## config.mk

```make
export PLATFORM = sky130hd
export DESIGN_NAME = vertical_gradient_color_offset_top
export DESIGN_NICKNAME = d
export VERILOG_FILES = /design/src/rtl/vgco_pkg.sv /design/src/rtl/vertical_gradient_color_offset_top.sv
export SDC_FILE = /design/constraint.sdc
export NUM_CORES = 2
export LEC_CHECK = 0
export ABC_AREA = 1
export BUFFER_PORTS_ARGS = -buffer_cell sky130_fd_sc_hd__buf_2
export CORE_MARGIN = 1
export CORE_UTILIZATION = 51
export DETAILED_ROUTE_END_ITERATION = 10
export PLACE_DENSITY = 0.67
export SLEW_MARGIN = 20
export SYNTH_ARGS = -nofsm -noshare
export SYNTH_HDL_FRONTEND = slang
export SYNTH_SLANG_ARGS = --single-unit
export TNS_END_PERCENT = 100
```

## constraint.sdc

```tcl
create_clock -name clock -period 10.32 [get_ports clock]
set_input_delay 1.032 -clock clock [delete_from_list [all_inputs] [get_ports clock]]
set_output_delay 1.032 -clock clock [all_outputs]
set_load 0.03 [all_outputs]
```

## src/rtl/vgco_pkg.sv

```systemverilog
package vgco_pkg;

   // Field widths fixed by the pixel format and the register map.
   localparam int ROW_W   = 10;
   localparam int PIX_W   = 32;
   localparam int CHAN_W  = 8;
   localparam int NCHAN   = 3;
   localparam int COLOR_W = 9;
   localparam int ROWS_W  = 11;
   localparam int CSR_IDX_W  = 3;
   localparam int CSR_DATA_W = 11;

   // Quotient magnitude stays below 512 because row < rows and |bottom - top| <= 511.
   localparam int QUOT_W = 9;
   localparam int PROD_W = COLOR_W + ROW_W;

   localparam int DEFAULT_MAX_ROWS = 1024;

   // Channel slots inside a pixel word.
   localparam int CH_BLUE  = 0;
   localparam int CH_GREEN = 1;
   localparam int CH_RED   = 2;

   // Register indexes.
   localparam logic [CSR_IDX_W-1:0] REG_TOP_RED      = 3'd0;
   localparam logic [CSR_IDX_W-1:0] REG_TOP_GREEN    = 3'd1;
   localparam logic [CSR_IDX_W-1:0] REG_TOP_BLUE     = 3'd2;
   localparam logic [CSR_IDX_W-1:0] REG_BOTTOM_RED   = 3'd3;
   localparam logic [CSR_IDX_W-1:0] REG_BOTTOM_GREEN = 3'd4;
   localparam logic [CSR_IDX_W-1:0] REG_BOTTOM_BLUE  = 3'd5;
   localparam logic [CSR_IDX_W-1:0] REG_BAND_ROWS    = 3'd6;

   localparam logic signed [COLOR_W-1:0] TOP_RESET    = 9'sd0;
   localparam logic signed [COLOR_W-1:0] BOTTOM_RESET = 9'sd255;
   localparam logic [ROWS_W-1:0]         ROWS_RESET   = 11'd1024;

   // One word in flight through the divider.
   typedef struct packed {
      logic                               in_band;
      logic [PIX_W-1:0]                   pixel;
      logic [NCHAN-1:0]                   neg;
      logic [NCHAN-1:0][PROD_W-1:0]       rem;
      logic [NCHAN-1:0][QUOT_W-1:0]       quo;
   } vgco_div_type;

   // One word after the offsets are formed and limited.
   typedef struct packed {
      logic                                    in_band;
      logic [PIX_W-1:0]                        pixel;
      logic [NCHAN-1:0][COLOR_W-1:0]           off;
   } vgco_off_type;

endpackage

```

## src/rtl/vertical_gradient_color_offset_top.sv

```systemverilog
// Pipeline: an accepted word passes one multiply stage, one divider stage per quotient bit,
//   one offset stage and the output register, then shows on rsp_valid.
// Throughput: one word per cycle while rsp_stall is low; the per-bit restoring divider stages set the depth.
// Reset: clears every stage valid bit and loads the register defaults
//   (top colors 0, bottom colors 255, band height 1024).
module vertical_gradient_color_offset_top #(
   parameter int MAX_ROWS = vgco_pkg::DEFAULT_MAX_ROWS
) (
   input  logic                              clock,
   input  logic                              reset,
   input  logic                              req_valid,
   output logic                              req_stall,
   input  logic [vgco_pkg::ROW_W-1:0]        req_row_in_band,
   input  logic [vgco_pkg::PIX_W-1:0]        req_pixel_in,
   output logic                              rsp_valid,
   input  logic                              rsp_stall,
   output logic [vgco_pkg::PIX_W-1:0]        rsp_pixel_out,
   input  logic                              csr_valid,
   output logic                              csr_ready,
   input  logic [vgco_pkg::CSR_IDX_W-1:0]    csr_index,
   input  logic [vgco_pkg::CSR_DATA_W-1:0]   csr_data
);
   import vgco_pkg::*;

   // Width of the effective band height, which never exceeds MAX_ROWS.
   localparam int RW    = $clog2(MAX_ROWS + 1);
   localparam int BIG_W = (RW > ROWS_W) ? RW : ROWS_W;
   // Compare width for the divider: holds rows << (QUOT_W-1) and any remainder.
   localparam int CMP_W = (PROD_W > RW + QUOT_W) ? PROD_W : RW + QUOT_W;

   // ---------------------------------------------------------------------------------------
   // Configuration registers, indexed by channel slot.
   // ---------------------------------------------------------------------------------------
   logic signed [COLOR_W-1:0] top_ff [NCHAN];
   logic signed [COLOR_W-1:0] bot_ff [NCHAN];
   logic [ROWS_W-1:0]         band_rows_ff;

   assign csr_ready = 1'b1;

   always_ff @(posedge clock) begin
      if (reset) begin
         for (int c = 0; c < NCHAN; c++) begin
            top_ff[c] <= TOP_RESET;
            bot_ff[c] <= BOTTOM_RESET;
         end
         band_rows_ff <= ROWS_RESET;
      end else if (csr_valid && csr_ready) begin
         unique case (csr_index)
            REG_TOP_RED:      top_ff[CH_RED]   <= csr_data[COLOR_W-1:0];
            REG_TOP_GREEN:    top_ff[CH_GREEN] <= csr_data[COLOR_W-1:0];
            REG_TOP_BLUE:     top_ff[CH_BLUE]  <= csr_data[COLOR_W-1:0];
            REG_BOTTOM_RED:   bot_ff[CH_RED]   <= csr_data[COLOR_W-1:0];
            REG_BOTTOM_GREEN: bot_ff[CH_GREEN] <= csr_data[COLOR_W-1:0];
            REG_BOTTOM_BLUE:  bot_ff[CH_BLUE]  <= csr_data[COLOR_W-1:0];
            REG_BAND_ROWS:    band_rows_ff     <= csr_data[ROWS_W-1:0];
            default: ;
         endcase
      end
   end

   // Band height limited to MAX_ROWS. The user must change registers only while the pipe is empty;
   // the block does not enforce this (csr_ready is always high), and every stage reads them directly.
   logic [RW-1:0] rows_eff;

   always_comb begin
      if (BIG_W'(band_rows_ff) > BIG_W'(MAX_ROWS)) begin
         rows_eff = RW'(MAX_ROWS);
      end else begin
         rows_eff = RW'(band_rows_ff);
      end
   end

   // ---------------------------------------------------------------------------------------
   // Stage registers and the ready chain. A stage loads when it is empty or when the stage
   // after it loads too, so bubbles collapse and a stalled output never drops a word.
   // ---------------------------------------------------------------------------------------
   vgco_div_type                div_ff     [QUOT_W+1];
   logic [QUOT_W:0]             div_vld_ff;
   vgco_div_type                entry_in;
   vgco_div_type                div_in     [1:QUOT_W];
   logic [QUOT_W:0]             div_rdy;
   vgco_off_type                off_ff;
   vgco_off_type                off_in;
   logic                        off_vld_ff;
   logic                        off_rdy;
   logic [PIX_W-1:0]            rsp_pixel_ff;
   logic [PIX_W-1:0]            rsp_pixel_in;
   logic                        rsp_inside_ff;
   logic                        rsp_valid_ff;
   logic                        rsp_rdy;

   always_comb begin
      rsp_rdy = !rsp_valid_ff || !rsp_stall;
      off_rdy = !off_vld_ff || rsp_rdy;
      div_rdy[QUOT_W] = !div_vld_ff[QUOT_W] || off_rdy;
      for (int j = QUOT_W - 1; j >= 0; j--) begin
         div_rdy[j] = !div_vld_ff[j] || div_rdy[j+1];
      end
   end

   assign req_stall = !div_rdy[0];

   // ---------------------------------------------------------------------------------------
   // Entry stage: band test and |bottom - top| * row per channel.
   // ---------------------------------------------------------------------------------------
   always_comb begin
      logic signed [COLOR_W:0] diff;
      logic [COLOR_W:0]        mag;
      entry_in.in_band = (rows_eff != '0) &&
                         (BIG_W'(req_row_in_band) < BIG_W'(rows_eff));
      entry_in.pixel   = req_pixel_in;
      entry_in.quo     = '0;
      diff = '0;
      mag  = '0;
      for (int c = 0; c < NCHAN; c++) begin
         diff = {bot_ff[c][COLOR_W-1], bot_ff[c]} - {top_ff[c][COLOR_W-1], top_ff[c]};
         mag  = diff[COLOR_W] ? (COLOR_W+1)'(-diff) : diff;
         entry_in.neg[c] = diff[COLOR_W];
         entry_in.rem[c] = PROD_W'(mag[COLOR_W-1:0]) * PROD_W'(req_row_in_band);
      end
   end

   // ---------------------------------------------------------------------------------------
   // Restoring divider: stage j settles quotient bit QUOT_W-1-j of every channel.
   // ---------------------------------------------------------------------------------------
   always_comb begin
      logic [CMP_W-1:0] dvs;
      logic [CMP_W-1:0] remx;
      dvs  = '0;
      remx = '0;
      for (int j = 0; j < QUOT_W; j++) begin
         div_in[j+1] = div_ff[j];
         dvs = CMP_W'(rows_eff) << (QUOT_W - 1 - j);
         for (int c = 0; c < NCHAN; c++) begin
            remx = CMP_W'(div_ff[j].rem[c]);
            if (remx >= dvs) begin
               div_in[j+1].rem[c] = PROD_W'(remx - dvs);
               div_in[j+1].quo[c][QUOT_W-1-j] = 1'b1;
            end
         end
      end
   end

   always_ff @(posedge clock) begin
      if (reset) begin
         div_vld_ff <= '0;
      end else begin
         if (div_rdy[0]) begin
            div_vld_ff[0] <= req_valid;
         end
         for (int j = 0; j < QUOT_W; j++) begin
            if (div_rdy[j+1]) begin
               div_vld_ff[j+1] <= div_vld_ff[j];
            end
         end
      end
   end

   // Payload carries no reset; it follows the valid bits.
   always_ff @(posedge clock) begin
      if (div_rdy[0]) begin
         div_ff[0] <= entry_in;
      end
      for (int j = 0; j < QUOT_W; j++) begin
         if (div_rdy[j+1]) begin
            div_ff[j+1] <= div_in[j+1];
         end
      end
   end

   // ---------------------------------------------------------------------------------------
   // Offset stage: apply sign (truncation toward zero), add top color, limit to +-255.
   // ---------------------------------------------------------------------------------------
   always_comb begin
      logic signed [COLOR_W:0]   sq;
      logic signed [COLOR_W+1:0] sum;
      off_in.in_band = div_ff[QUOT_W].in_band;
      off_in.pixel   = div_ff[QUOT_W].pixel;
      sq  = '0;
      sum = '0;
      for (int c = 0; c < NCHAN; c++) begin
         sq = {1'b0, div_ff[QUOT_W].quo[c]};
         if (div_ff[QUOT_W].neg[c]) begin
            sq = -sq;
         end
         sum = {{2{top_ff[c][COLOR_W-1]}}, top_ff[c]} + {sq[COLOR_W], sq};
         if (sum > 11'sd255) begin
            off_in.off[c] = 9'd255;
         end else if (sum < -11'sd255) begin
            off_in.off[c] = 9'h101;
         end else begin
            off_in.off[c] = sum[COLOR_W-1:0];
         end
      end
   end

   always_ff @(posedge clock) begin
      if (reset) begin
         off_vld_ff <= 1'b0;
      end else if (off_rdy) begin
         off_vld_ff <= div_vld_ff[QUOT_W];
      end
   end

   always_ff @(posedge clock) begin
      if (off_rdy) begin
         off_ff <= off_in;
      end
   end

   // ---------------------------------------------------------------------------------------
   // Output stage: add offset to each channel, clamp to 0..255, zero alpha inside the band,
   // pass the word through untouched outside it.
   // ---------------------------------------------------------------------------------------
   always_comb begin
      logic signed [COLOR_W+1:0] sum;
      logic [PIX_W-1:0]          shaded;
      sum    = '0;
      shaded = '0;
      for (int c = 0; c < NCHAN; c++) begin
         sum = {3'b000, off_ff.pixel[c*CHAN_W +: CHAN_W]} +
               {{2{off_ff.off[c][COLOR_W-1]}}, off_ff.off[c]};
         if (sum[COLOR_W+1]) begin
            shaded[c*CHAN_W +: CHAN_W] = '0;
         end else if (sum > 11'sd255) begin
            shaded[c*CHAN_W +: CHAN_W] = '1;
         end else begin
            shaded[c*CHAN_W +: CHAN_W] = sum[CHAN_W-1:0];
         end
      end
      rsp_pixel_in = off_ff.in_band ? shaded : off_ff.pixel;
   end

   always_ff @(posedge clock) begin
      if (reset) begin
         rsp_valid_ff <= 1'b0;
      end else if (rsp_rdy) begin
         rsp_valid_ff <= off_vld_ff;
      end
   end

   always_ff @(posedge clock) begin
      if (rsp_rdy) begin
         rsp_pixel_ff  <= rsp_pixel_in;
         rsp_inside_ff <= off_ff.in_band;
      end
   end

   assign rsp_valid     = rsp_valid_ff;
   assign rsp_pixel_out = rsp_pixel_ff;

   // ---------------------------------------------------------------------------------------
   // Checks
   // ---------------------------------------------------------------------------------------
   // After the last quotient bit, an in-band word leaves a remainder below the divisor.
   a_rem_bound: assert property (@(posedge clock) disable iff (reset)
      (div_vld_ff[QUOT_W] && div_ff[QUOT_W].in_band) |->
         (CMP_W'(div_ff[QUOT_W].rem[0]) < CMP_W'(rows_eff)) &&
         (CMP_W'(div_ff[QUOT_W].rem[1]) < CMP_W'(rows_eff)) &&
         (CMP_W'(div_ff[QUOT_W].rem[2]) < CMP_W'(rows_eff)))
      else $error("divider remainder not below band height");

   // Limited offsets never reach -256.
   a_off_range: assert property (@(posedge clock) disable iff (reset)
      off_vld_ff |-> (off_ff.off[0] != 9'h100) && (off_ff.off[1] != 9'h100) &&
                     (off_ff.off[2] != 9'h100))
      else $error("offset outside -255..255");

   // An in-band word always leaves with alpha cleared.
   a_alpha_zero: assert property (@(posedge clock) disable iff (reset)
      (rsp_valid_ff && rsp_inside_ff) |-> (rsp_pixel_ff[PIX_W-1 -: CHAN_W] == '0))
      else $error("alpha not cleared inside band");

   // A word at the divider tail that cannot move is still there next cycle.
   a_tail_hold: assert property (@(posedge clock) disable iff (reset)
      (div_vld_ff[QUOT_W] && !off_rdy) |=> div_vld_ff[QUOT_W])
      else $error("word lost at divider tail");

endmodule
```

==> metrics.txt <==
antenna violations before repair=1; RSZ-0062 raised after global routing=false; worst reg-to-reg setup slack=3.76 ns; Slew @ Worst Pin=~1 ns; Clk pwr share=0.164; clock skew=0.08410 ns; CTS Sinks=around 1,200; Synth Flop Type=edfxtp_1; clock-pin slew on the worst setup and hold paths=roughly 0.060 ns; Setup crit start kind=flop; post-layout net count=about 7,900; yosys warns=0; Post-CTS Setup Inserts=0; Setup TNS=0 ns; P&R area growth vs syn=9.713%; multi-input combinational cell area=between 30,000 and 40,000 um2; Port Buffers=94; register area=roughly 35,000 um2; Cell variety after synth=70; Syn Inst Count=approximately 7,000; Mean Syn Cell Area=between 10 and 15 um2; Final Hold Vio Count=0; status=finished, final reports clean; total wire length=168,400 um; vias in the first global route=47,620; Max VDD drop=roughly 0.33 mV; grt ovf=0; die area=138,700 um2; cell mode on critical path=inv_1; CP max stage cell=fa_1; die width=~370 um; Vias/cell=5.412; CTS tree=built; largest net degree at the start of global routing=75; # fillers=between 10,000 and 15,000; slew margin rel.=0.3152; Post-Place Setup Slack=3.942 ns; cell leakage power=roughly 34 nW; WS Path Type=reg -> reg; total CTS buffers=121; Worst R2R Path Depth=28; PwrDens=about 370 nW/um2; Initial Util=0.5151; final worst path period share=0.6355; Seq/Total Area, Yosys=0.5019; worst-path maximum fanout=8; share of cells above drive strength 1=0.07506; H-tree Lvls=3; maximum capacitance violations=0; fraction of registers with async set/reset=0; Internal Power=between 0.015 and 0.02 W; routability cong.=about 0.94; Comb power frac=0.528; global-route wire length before repair=263,800 um; CORE AREA=around 140,000 um2; gr usage total=0.2457; DRC Markers=0; endpoint class of the critical path=flop; Die Span Y=between 300 and 400 um; vias=roughly 49,000; clk_lat worst skew=~0.8 ns; Final min period=6.558 ns; max-slew violation count=0; P_sw=around 0.012 W; Clock Path Buffers=3; placement row count=roughly 140; syn nets=~7,700; DP HPWL=roughly 120,000 um; Setup WS post-layout=about 3.8 ns; post-layout util=0.5652; fmax=roughly 150 MHz; number of synthesized flops with an enable pin=between 1,000 and 1,500; post-route antenna net violation count=0; Crit path arrival time=between 7 and 8 ns; Sw Ratio=0.4315; PostCTS Resize Cnt=0; number of synthesized register bits=1,177; Mapped Area=between 60,000 and 70,000 um2; Hold Path Depth=0; hold buffer count at CTS=0; Setup Viol. Count Final=0; Worst Hold Class=reg -> reg; clk root buf=clkbuf_16; Flop pwr share=0.308; Avg WL per Cell=18.71 um; I/O pin cnt=96; Starting DRT DRC Count=between 3,000 and 4,000; Crit path largest cell delay=around 0.54 ns; Pre-antenna DRT Iters=8; Crit path required time=roughly 11 ns
-- sequential cells by signal, summed over array words and instances, names as in the netlist --
register,cells
band_rows_ff,11
bot_ff,27
div_ff,1008
div_vld_ff,10
off_ff,60
off_vld_ff,1
rsp_pixel_out,32
rsp_valid,1
top_ff,27
-- cells in the final DEF, fill, tap and decap left out, types with 24 or more instances in the layout --
cell,instances
nand3b_1,37
a21oi_1,447
xor2_1,180
nand2_2,46
inv_1,942
a21o_1,31
edfxtp_1,1154
or2_2,27
xnor2_1,140
o21bai_1,25
nand2_1,1489
nor4_1,49
nand4_1,95
nor3_1,80
o21ai_0,263
buf_2,94
clkbuf_16,121
o21ai_1,100
fa_1,204
inv_2,24
nand3_1,306
ha_1,513
nor2_1,431
buf_4,32
nor2_2,26
-- stage by stage --
stage | power [W] | std cells | hold WS [ns] | instance area [um2]
finish | 0.02815 | 9004 | 0.3658 | 76750
floorplan | 0.01972 | 6951 | 0.4003 | 69960
CTS | 0.02820 | 9002 | 0.3673 | 76750
global route | 0.03065 | 9002 | 0.3687 | 76750
global placement | 0.02327 | 8777 | 0.4005 | 72480
detailed placement | 0.02348 | 8777 | 0.4045 | 72480
-- layer usage --
| metal | track usage | up-vias | wire length [um] |
|---|---|---|---|
| li1 | - | 23990 | - |
| met1 | 0.3318 | 23080 | 74680 |
| met2 | 0.4108 | 1358 | 79410 |
| met3 | 0.03069 | 305 | 8670 |
| met4 | 0.07959 | 0 | 5677 |
| met5 | 0 | - | 0 |
-- Yosys cell counts (15+ instances only) --
master / instances / area share
nor2_2: 25 / 0.0022
a21oi_1: 447 / 0.032
o21ai_1: 100 / 0.0072
inv_1: 947 / 0.051
o21bai_1: 25 / 0.0027
o31ai_1: 17 / 0.0018
nand3b_1: 37 / 0.0040
a211oi_1: 20 / 0.0021
ha_1: 513 / 0.092
a21o_1: 31 / 0.0033
nand3_2: 15 / 0.0021
or2_2: 27 / 0.0024
nand4_1: 95 / 0.0085
nor2_1: 434 / 0.023
dfxtp_1: 23 / 0.0066
edfxtp_1: 1154 / 0.50
nand2_1: 1499 / 0.080
fa_1: 204 / 0.058
xnor2_1: 140 / 0.018
xor2_1: 180 / 0.023
nor4_1: 49 / 0.0044
nand2_2: 39 / 0.0035
buf_2: 23 / 0.0016
o21ai_0: 263 / 0.019
nor3_1: 80 / 0.0057
inv_2: 22 / 0.0012
nand3_1: 308 / 0.022
clkbuf_1: 25 / 0.0013
-- final timing paths --
kind	endpoint	from
setup / recovery	div_ff[0][59]	top_ff[0][9]
hold / removal	div_ff[3][25]	div_ff[2][25]
setup reg to reg	div_ff[0][59]	top_ff[0][9]
hold reg to reg	div_ff[3][25]	div_ff[2][25]
-- layout make-up --
class                   count  share of cell area
flip-flops and latches   1177              0.4575
multi-input cells        4717              0.4007
repair buffers            126            0.009259
well taps                1781             0.02903
clock buffers             144             0.04136
clock inverters            81             0.01417
diodes                      2          0.00006521
inverters                 976             0.04796
-- power by group through the flow --
stage,clock network [W],logic [W],registers [W]
finish,0.00461,0.0149,0.00867
CTS,0.00470,0.0148,0.00868
detailed placement,0,0.0147,0.00877
global placement,0,0.0145,0.00875
floorplan,0,0.0114,0.00837
global route,0.00487,0.0170,0.00881
-- cells by family (layout without fill, tap and decap cells) --
group,after synthesis,count (layout),synth area share
adders and majority gates,717,717,0.1501
DFF,1177,1177,0.5019
and+or+nand+nor,2675,2675,0.1677
other,1,3,0.00005360
xor gates and xnor gates,320,320,0.04006
buffers and inverters,1057,1327,0.05990
AOI/OAI and AO/OA,1004,1004,0.08023
-- critical path, delay by kind of cell, from the launching register on --
kind	cells	cell delay [ns]
xor+xnor	1	0.15
compound gates	3	0.79
buf+inv	6	0.39
simple gates	10	1.24
fa+ha+maj	8	3.26
flops	1	0.44
Note: power is estimated with default switching activity, not from simulation.
